## src/rtl/lsp_pkg.sv

```systemverilog
// package for the lcg shuffle permutation table
// holds widths, generator constants, command codes and the multiplier request type
// no dependencies
package lsp_pkg;

  // table geometry
  localparam int unsigned MAX_ENTRIES = 65536;
  localparam int unsigned ADDR_W      = $clog2(MAX_ENTRIES);
  localparam int unsigned CNT_W       = ADDR_W + 1;
  localparam int unsigned DATA_W      = 16;
  localparam int unsigned PROD_W      = 2 * DATA_W;

  // generator constants
  localparam logic [DATA_W-1:0] LCG_MUL  = 16'd2109;
  localparam logic [DATA_W-1:0] LCG_INC  = 16'd9273;
  localparam int unsigned       SEED_W   = 15;
  localparam logic [DATA_W-1:0] PICK_OFS = 16'hC000;

  // commands
  localparam logic CMD_GEN  = 1'b0;
  localparam logic CMD_READ = 1'b1;

  // shared multiplier operations
  localparam logic OP_LCG  = 1'b0;
  localparam logic OP_PICK = 1'b1;

  typedef struct packed {
    logic              op;
    logic [DATA_W-1:0] a;
    logic [DATA_W-1:0] b;
  } mul_req_t;

endpackage

```

## src/rtl/lsp_mul_unit.sv

```systemverilog
// shared multiply unit: lcg step (a*b + increment) or swap pick (a*b)
// depends on lsp_pkg
module lsp_mul_unit
  import lsp_pkg::*;
(
  input  logic              clk,
  input  mul_req_t          req,
  output logic [PROD_W-1:0] res
);

  logic [PROD_W-1:0] prod;
  logic [PROD_W-1:0] add;
  logic [PROD_W-1:0] res_r;

  // one multiply plus optional increment, result registered
  assign prod = {{(PROD_W-DATA_W){1'b0}}, req.a} * {{(PROD_W-DATA_W){1'b0}}, req.b};
  assign add  = (req.op == OP_LCG) ? {{(PROD_W-DATA_W){1'b0}}, LCG_INC} : '0;

  always_ff @(posedge clk) begin
    res_r <= prod + add;
  end

  assign res = res_r;

endmodule

```

## config.mk

```make
export PLATFORM = sky130hd
export DESIGN_NAME = lsp_mul_unit
export DESIGN_NICKNAME = d
export VERILOG_FILES = /design/src/rtl/lsp_pkg.sv /design/src/rtl/lsp_mul_unit.sv
export SDC_FILE = /design/constraint.sdc
export NUM_CORES = 1
export LEC_CHECK = 0
export BUFFER_PORTS_ARGS = -buffer_cell sky130_fd_sc_hd__buf_4
export CORE_MARGIN = 8
export CORE_UTILIZATION = 40
export DETAILED_ROUTE_END_ITERATION = 10
export PLACE_DENSITY = 0.67
export SYNTH_ARGS = -nofsm -noshare
export SYNTH_HDL_FRONTEND = slang
export SYNTH_SLANG_ARGS = --single-unit
export TNS_END_PERCENT = 50
```

## constraint.sdc

```tcl
create_clock -name clk -period 7.66 [get_ports clk]
set_clock_uncertainty 0.15 [all_clocks]
set_input_delay 1.532 -clock clk [delete_from_list [all_inputs] [get_ports clk]]
set_output_delay 1.532 -clock clk [all_outputs]
set_load 0.01 [all_outputs]
```

======== Word-level counts from Yosys, hierarchy flattened ========
Index checks and enable logic that the tools add are counted.
operators by class
  $lt $le $gt $ge ......................... 0
  equality and inequality tests ........... 0
  reduce and logical (&&, ||, !) cells .... 0
  div/mod/pow operators ................... 0
  add/subtract/negate cells ............... 1
  mux-type cells .......................... 1
  multiply operators ...................... 1
  shift operators ......................... 0
  bitwise operators ....................... 0
operator list
  operator          count
  $add A32 B14 Y32  1
  $mul A16 B16 Y32  1
  $mux W14          1
word-level totals
  word-level logic and storage cells ...... 4
  RAM bits ................................ 0
  flip-flop bits (word level) ............. 32
  memories ................................ 0
  memory bits (read-only) ................. 0
  output and inout bits ................... 32
  bits in latches ......................... 0

======== Depth between registers and ports, before layout ========
Gate-level depths: netlist of run 1.
  depth in word-level cells ............... 2
  gate-level depth with buffers ........... 23
  depth with buffers taken out ............ 22

======== Worst setup path after synthesis of run 1 ========
OpenSTA, ideal clock, no wires.
  path kind ............................... input to register
  start point ............................. input req[1] (netlist bit)
  end point ............................... register res_r[26], in the netlist res[26]
  cell stages on the path ................. 19
  slack ................................... 498 ps
  buffers on the path ..................... 1
  data arrival time ....................... 6940 ps
  cell sequence ........................... clkbuf_1 nand2_1 fa_1 fa_1 fa_1 fa_1 inv_1 fa_1 inv_1 fa_1 inv_1 ha_1 a21o_2 a21o_4 a221o_4 a221oi_4 o211ai_2 a21oi_2 xnor2_1
between the ends
  cells in the longest elaborated chain, start to end .. 2
ends and longest elaborated chain
  item                  RTL line            source
  from (decl)           lsp_mul_unit.sv:7   input mul_req_t req,
  $mul A16 B16 Y32      lsp_mul_unit.sv:16  assign prod = {{(PROD_W-DATA_W){1'b0}}, req.a} * {{(PROD_W-DATA_W){1'b0}}, req.b};
  $add A32 B14 Y32      lsp_mul_unit.sv:20  res_r <= prod + add;
  to (signal assigned)  lsp_mul_unit.sv:20
  to (decl)             lsp_mul_unit.sv:13  logic [PROD_W-1:0] res_r;
Every way passes these cells.

======== Worst setup path in the final report of run 1 ========
  start point ............................. input req[4] (netlist bit)
  end point ............................... register res_r[28], in the netlist res[28]
The elaborated chain is that of the path after synthesis.

==> flow_metrics.env, run 1 <==
export IMPL_synth_enable_flop_cells=0
export IMPL_hold_end="res[0]$_DFF_P_"
export IMPL_crit_path_end_kind="register"
export IMPL_synthArstFlopShare_pct=0
export IMPL_grt_busiest_layer="met2"
export IMPL_post_route_period_util_pct=93.7
export IMPL_slew_headroom_pct=71.0
export IMPL_ant_nets=0
export IMPL_start_util_pct=40.6
export IMPL_htree_levels=2
export IMPL_dpl_hpwl_um=18000
export IMPL_cp_data_required_time_ns=7.72
export IMPL_ys_ff_latch=32
export IMPL_vias_per_cell=4.95
export IMPL_clk_pin_slew_ns=0.05
export IMPL_met1_usage_pct=17.9
export IMPL_synth_area_per_cell_um2=9.13
export IMPL_vias=6908
export IMPL_post_route_util_pct=44.5
export IMPL_finalHoldWorstSlack_ns=1.59
export IMPL_ys_flop_type="dfxtp_1"
export IMPL_use_met3_pct=1.99
export IMPL_ys_seq_area_share_pct=6.77
export IMPL_cts_root_buf="clkbuf_16"
export IMPL_worst_pin_slew_ns=0.435
export IMPL_synth_area_leaders="fa_1 (42%), ha_1 (15%), inv_1 (10%)"
export IMPL_core_um2=23300
export IMPL_synth_area_leader_cell="fa_1"
export IMPL_cts_setup_buffers=0
export IMPL_place_ws_ns=0.223
export IMPL_area_growth_pct=9.75
export IMPL_cp_common_cell="fa_1"
export IMPL_rsz0062_at_grt="false"
export IMPL_cts_hold_buf=0
export IMPL_path_delay_family="adder cells"
export IMPL_io_buffers=65
export IMPL_clk_path_buf_depth=2
export IMPL_arrival_ns=7.24
export IMPL_antenna_found_initial=0
export IMPL_wl_um=21400
export IMPL_die_area_um2=28800
export IMPL_overflow=0
export IMPL_grt_pass1_wl_um=35800
export IMPL_track_usage_pct=15.4
export IMPL_cp_slowest_stage_delay_ns=0.56
export IMPL_drv_cap=0
export IMPL_drive_above_1_share_pct=8.73
export IMPL_synthDominantCellAreaShare_pct=42.3
export IMPL_finalSetupViolCount=0
export IMPL_synth_cell_type_count=55
export IMPL_wl_per_cell_um=15.3
export IMPL_antennaDiodeCount=0
export IMPL_min_period_ns=7.18
export IMPL_grt_max_degree=17
export IMPL_hold_start="req[0]"
export IMPL_fp_row_count=56
export IMPL_tns_ns=0
export IMPL_num_nets_final=1422
export IMPL_finalHoldViolCount=0
export IMPL_status="finished, final reports clean"
export IMPL_crit_chain="buf_4 -> and2_1 -> fa_1 -> inv_1 -> fa_1 -> fa_1 -> fa_1 -> inv_1 -> fa_1 -> inv_1 -> fa_1 -> inv_1 -> ha_1 -> a21o_2 -> a21o_4 -> a221o_4 -> a31oi_2 -> o221ai_1 -> a31oi_1 -> xnor2_1"
export IMPL_timing_fmax_mhz=139
export IMPL_drc=0
export IMPL_synthesis_area_um2=9460
export IMPL_synth_cells=1037
export IMPL_place_gp_congestion=0.878
export IMPL_report_final_slew_viol_count=0
export IMPL_hold_path_depth=3
export IMPL_crit_type="input port to register"
export IMPL_die_w_um=170
export IMPL_cts_buffers=5
export IMPL_first_pass_iters=5
export IMPL_ys_warn_count=0
export IMPL_die_h_um=170
export IMPL_grt_pass1_vias=7393
export IMPL_cp_num_buf_inv=5
export IMPL_drt_iter0_markers=306
export IMPL_tritoncts="yes"
export IMPL_path_max_fanout=16
export IMPL_critPathSlowestCell="fa_1"
export IMPL_cts_sinks=32
export IMPL_hold_path_class="input port to register"
export IMPL_ios=66
export IMPL_largest_register_ffs=32
export IMPL_worst_slack_ns=0.481
export IMPL_startpoint_type="input port"
export IMPL_met2_usage_pct=28.7
export IMPL_synth_most_common_cell="inv_1"
export IMPL_cts_resized_gates=0
export IMPL_synthTopCellsByCount="inv_1 (252), fa_1 (200), nand2_1 (147)"
export IMPL_syn_nets=1383
[logic make-up after synthesis]
family / count (synthesis) / share of synthesized area [%]
xor gates and xnor gates: 29 / 2.68
DFF: 32 / 6.77
AOI/OAI and AO/OA: 70 / 5.62
and+or+nand+nor: 308 / 16.4
adders and majority gates: 312 / 57.1
buffers and inverters: 286 / 11.4
[layout make-up]
class | instances | area, µm²
timing repair buffer | 66 | 495
clock inverter | 2 | 35.0
inverter | 252 | 946
sequential | 32 | 641
tap | 319 | 399
fill | 2297 | 12900
multi-input combinational | 719 | 7740
clock buffer | 6 | 129
[metrics by stage]
step / area (µm²) / instances
after floorplan: 9460 / 1037
after global placement: 10200 / 1388
after detailed placement: 10200 / 1388
after CTS: 10400 / 1396
after global routing: 10400 / 1396
final: 10400 / 1396
[how the worst max path moves through the flow]
| stage | start | endpoint | slack (ns) | cells past startpoint |
|---|---|---|---|---|
| 6_report | req[4] | res[28]$_DFF_P_ | 0.48 | 20 |
| 5_1_grt | req[27] | res[29]$_DFF_P_ | 0.11 | 20 |
| 4_1_cts | req[4] | res[28]$_DFF_P_ | 0.50 | 20 |
| 3_5_place_dp | req[4] | res[28]$_DFF_P_ | 0.22 | 20 |
| 3_3_place_gp | req[23] | res[29]$_DFF_P_ | 0.31 | 22 |
| 2_1_floorplan | req[1] | res[26]$_DFF_P_ | 0.50 | 19 |
[metal layers]
| layer | vias to the layer above | routed length [µm] |
|---|---|---|
| met1 | 3564 | 8310 |
| li1 | 3145 | - |
| met5 | - | 0 |
| met3 | 43 | 758 |
| met4 | 0 | 673 |
| met2 | 156 | 11700 |
[placed cells by master (no fill, tap or decap), drive strengths merged, types with 3 or more instances in the layout]
master  synthesis  layout
nand4           3       3
inv           252     252
fa            200     200
and2          125     125
a21o           14      14
buf             1      66
nor2b           4       4
o21bai          3       3
o21ai           7       7
clkbuf         33       6
and3            5       5
a21oi          22      22
xnor2          19      19
a211oi          3       3
ha            112     112
nand3           6       6
xor2           10      10
nor2            7       7
a31oi           4       4
nand2         147     147
dfxtp          32      32
Power of run 1 is not shown: default switching activity piles up to over one toggle a cycle in this logic, so the estimate is an artifact.
==> run 2, diff against run 1 <==
Settings changed: PLACE_DENSITY 0.67 to not set, PLACE_DENSITY_LB_ADDON set to 0.3.
==> flow_metrics.env, run 2 (synthesis results as in run 1) <==
export IMPL_rsz0062_at_grt="false"
export IMPL_ant_nets=0
export IMPL_timing_fmax_mhz=139
export IMPL_seq_area_um2=641
export IMPL_antennaDiodeCount=0
export IMPL_drv_cap=0
export IMPL_track_usage_pct=16.4
export IMPL_wl_um=22400
export IMPL_vias_per_cell=4.88
export IMPL_worst_pin_slew_ns=0.448
export IMPL_overflow=0
export IMPL_crit_type="input port to register"
export IMPL_cts_buffers=5
export IMPL_num_nets_final=1422
export IMPL_clk_pin_slew_ns=0.05
export IMPL_cp_data_required_time_ns=7.71
export IMPL_path_max_fanout=16
export IMPL_min_period_ns=7.21
export IMPL_post_route_period_util_pct=94.2
export IMPL_htree_levels=2
export IMPL_die_w_um=170
export IMPL_cp_num_buf_inv=6
export IMPL_area_growth_pct=9.63
export IMPL_finalHoldWorstSlack_ns=1.58
export IMPL_largest_register_ffs=32
export IMPL_tritoncts="yes"
export IMPL_first_pass_iters=5
export IMPL_die_area_um2=28800
export IMPL_cp_common_cell="fa_1"
export IMPL_cts_resized_gates=0
export IMPL_finalHoldViolCount=0
export IMPL_drt_iter0_markers=272
export IMPL_io_buffers=65
export IMPL_wl_per_cell_um=16.1
export IMPL_die_h_um=170
export IMPL_dpl_cell_area_um2=10200
export IMPL_crit_path_end_kind="register"
export IMPL_post_route_util_pct=44.5
export IMPL_status="finished, final reports clean"
export IMPL_place_gp_congestion=0.828
export IMPL_final_area_um2=10400
export IMPL_path_delay_family="adder cells"
export IMPL_dpl_hpwl_um=18400
export IMPL_final_common_cell="inv_1"
export IMPL_crit_chain="buf_4 -> nand2_1 -> fa_1 -> inv_1 -> fa_1 -> inv_1 -> fa_1 -> inv_1 -> fa_1 -> fa_1 -> inv_1 -> fa_1 -> inv_1 -> ha_1 -> a211oi_1 -> o21ai_0 -> a221oi_1 -> o2bb2ai_1 -> nor4_1 -> nor2_1 -> a41oi_1 -> xnor2_1"
export IMPL_filler_cell_count=2307
export IMPL_slew_headroom_pct=70.1
export IMPL_grt_max_degree=17
export IMPL_ios=66
export IMPL_core_um2=23300
export IMPL_hold_path_class="input port to register"
export IMPL_tns_ns=0
export IMPL_hold_path_depth=3
export IMPL_cts_setup_buffers=0
export IMPL_clk_path_buf_depth=2
export IMPL_critPathSlowestCell="fa_1"
export IMPL_fp_row_count=56
export IMPL_drive_above_1_share_pct=8.74
export IMPL_vias=6812
export IMPL_cts_root_buf="clkbuf_16"
export IMPL_cp_slowest_stage_delay_ns=0.54
export IMPL_grt_pass1_wl_um=37600
export IMPL_cts_hold_buf=0
export IMPL_finalSetupViolCount=0
export IMPL_startpoint_type="input port"
export IMPL_grt_pass1_vias=7343
export IMPL_start_util_pct=40.6
export IMPL_report_final_slew_viol_count=0
export IMPL_drc=0
export IMPL_crit_cells=22
export IMPL_antenna_found_initial=0
export IMPL_cts_sinks=32
export IMPL_arrival_ns=7.27
export IMPL_layout_common_cells="inv_1 (252), fa_1 (200), nand2_1 (147)"
export IMPL_multi_input_area_um2=7740
## run 2: cell count changes in the layout (fill, tap and decap cells not counted), sizes merged
cell | before | now
clkbuf | 6 | 7
clkinv | 1 | 0
bufinv | 1 | 0
## run 2: per-stage QoR
stage                     instances  worst slack (ns)
after floorplan                1037             0.498
after global placement         1388             0.235
after detailed placement       1388             0.164
after CTS                      1395             0.430
after global routing           1395             0.129
final                          1395             0.445
## run 2: metal layers
metal / global-route usage [%] / wire [µm] / share of wire, %
met4: 4.85 / 660 / 2.9
met3: 2.13 / 885 / 4.0
met2: 29.4 / 11700 / 52
met1: 20.4 / 9180 / 41
met5: 0 / 0 / 0
## run 2: cell type report
cell class	count	share of cell area, %
clock buffer	7	1.47
inverter	252	9.12
multi-input combinational	719	74.6
sequential	32	6.18
tap	319	3.85
timing repair buffer	66	4.78
## run 2: path summary, 6_finish.rpt
kind / startpoint / endpoint
max: req[7] / res[29]$_DFF_P_
min: req[0] / res[0]$_DFF_P_
Power of run 2 is left out for the same reason.
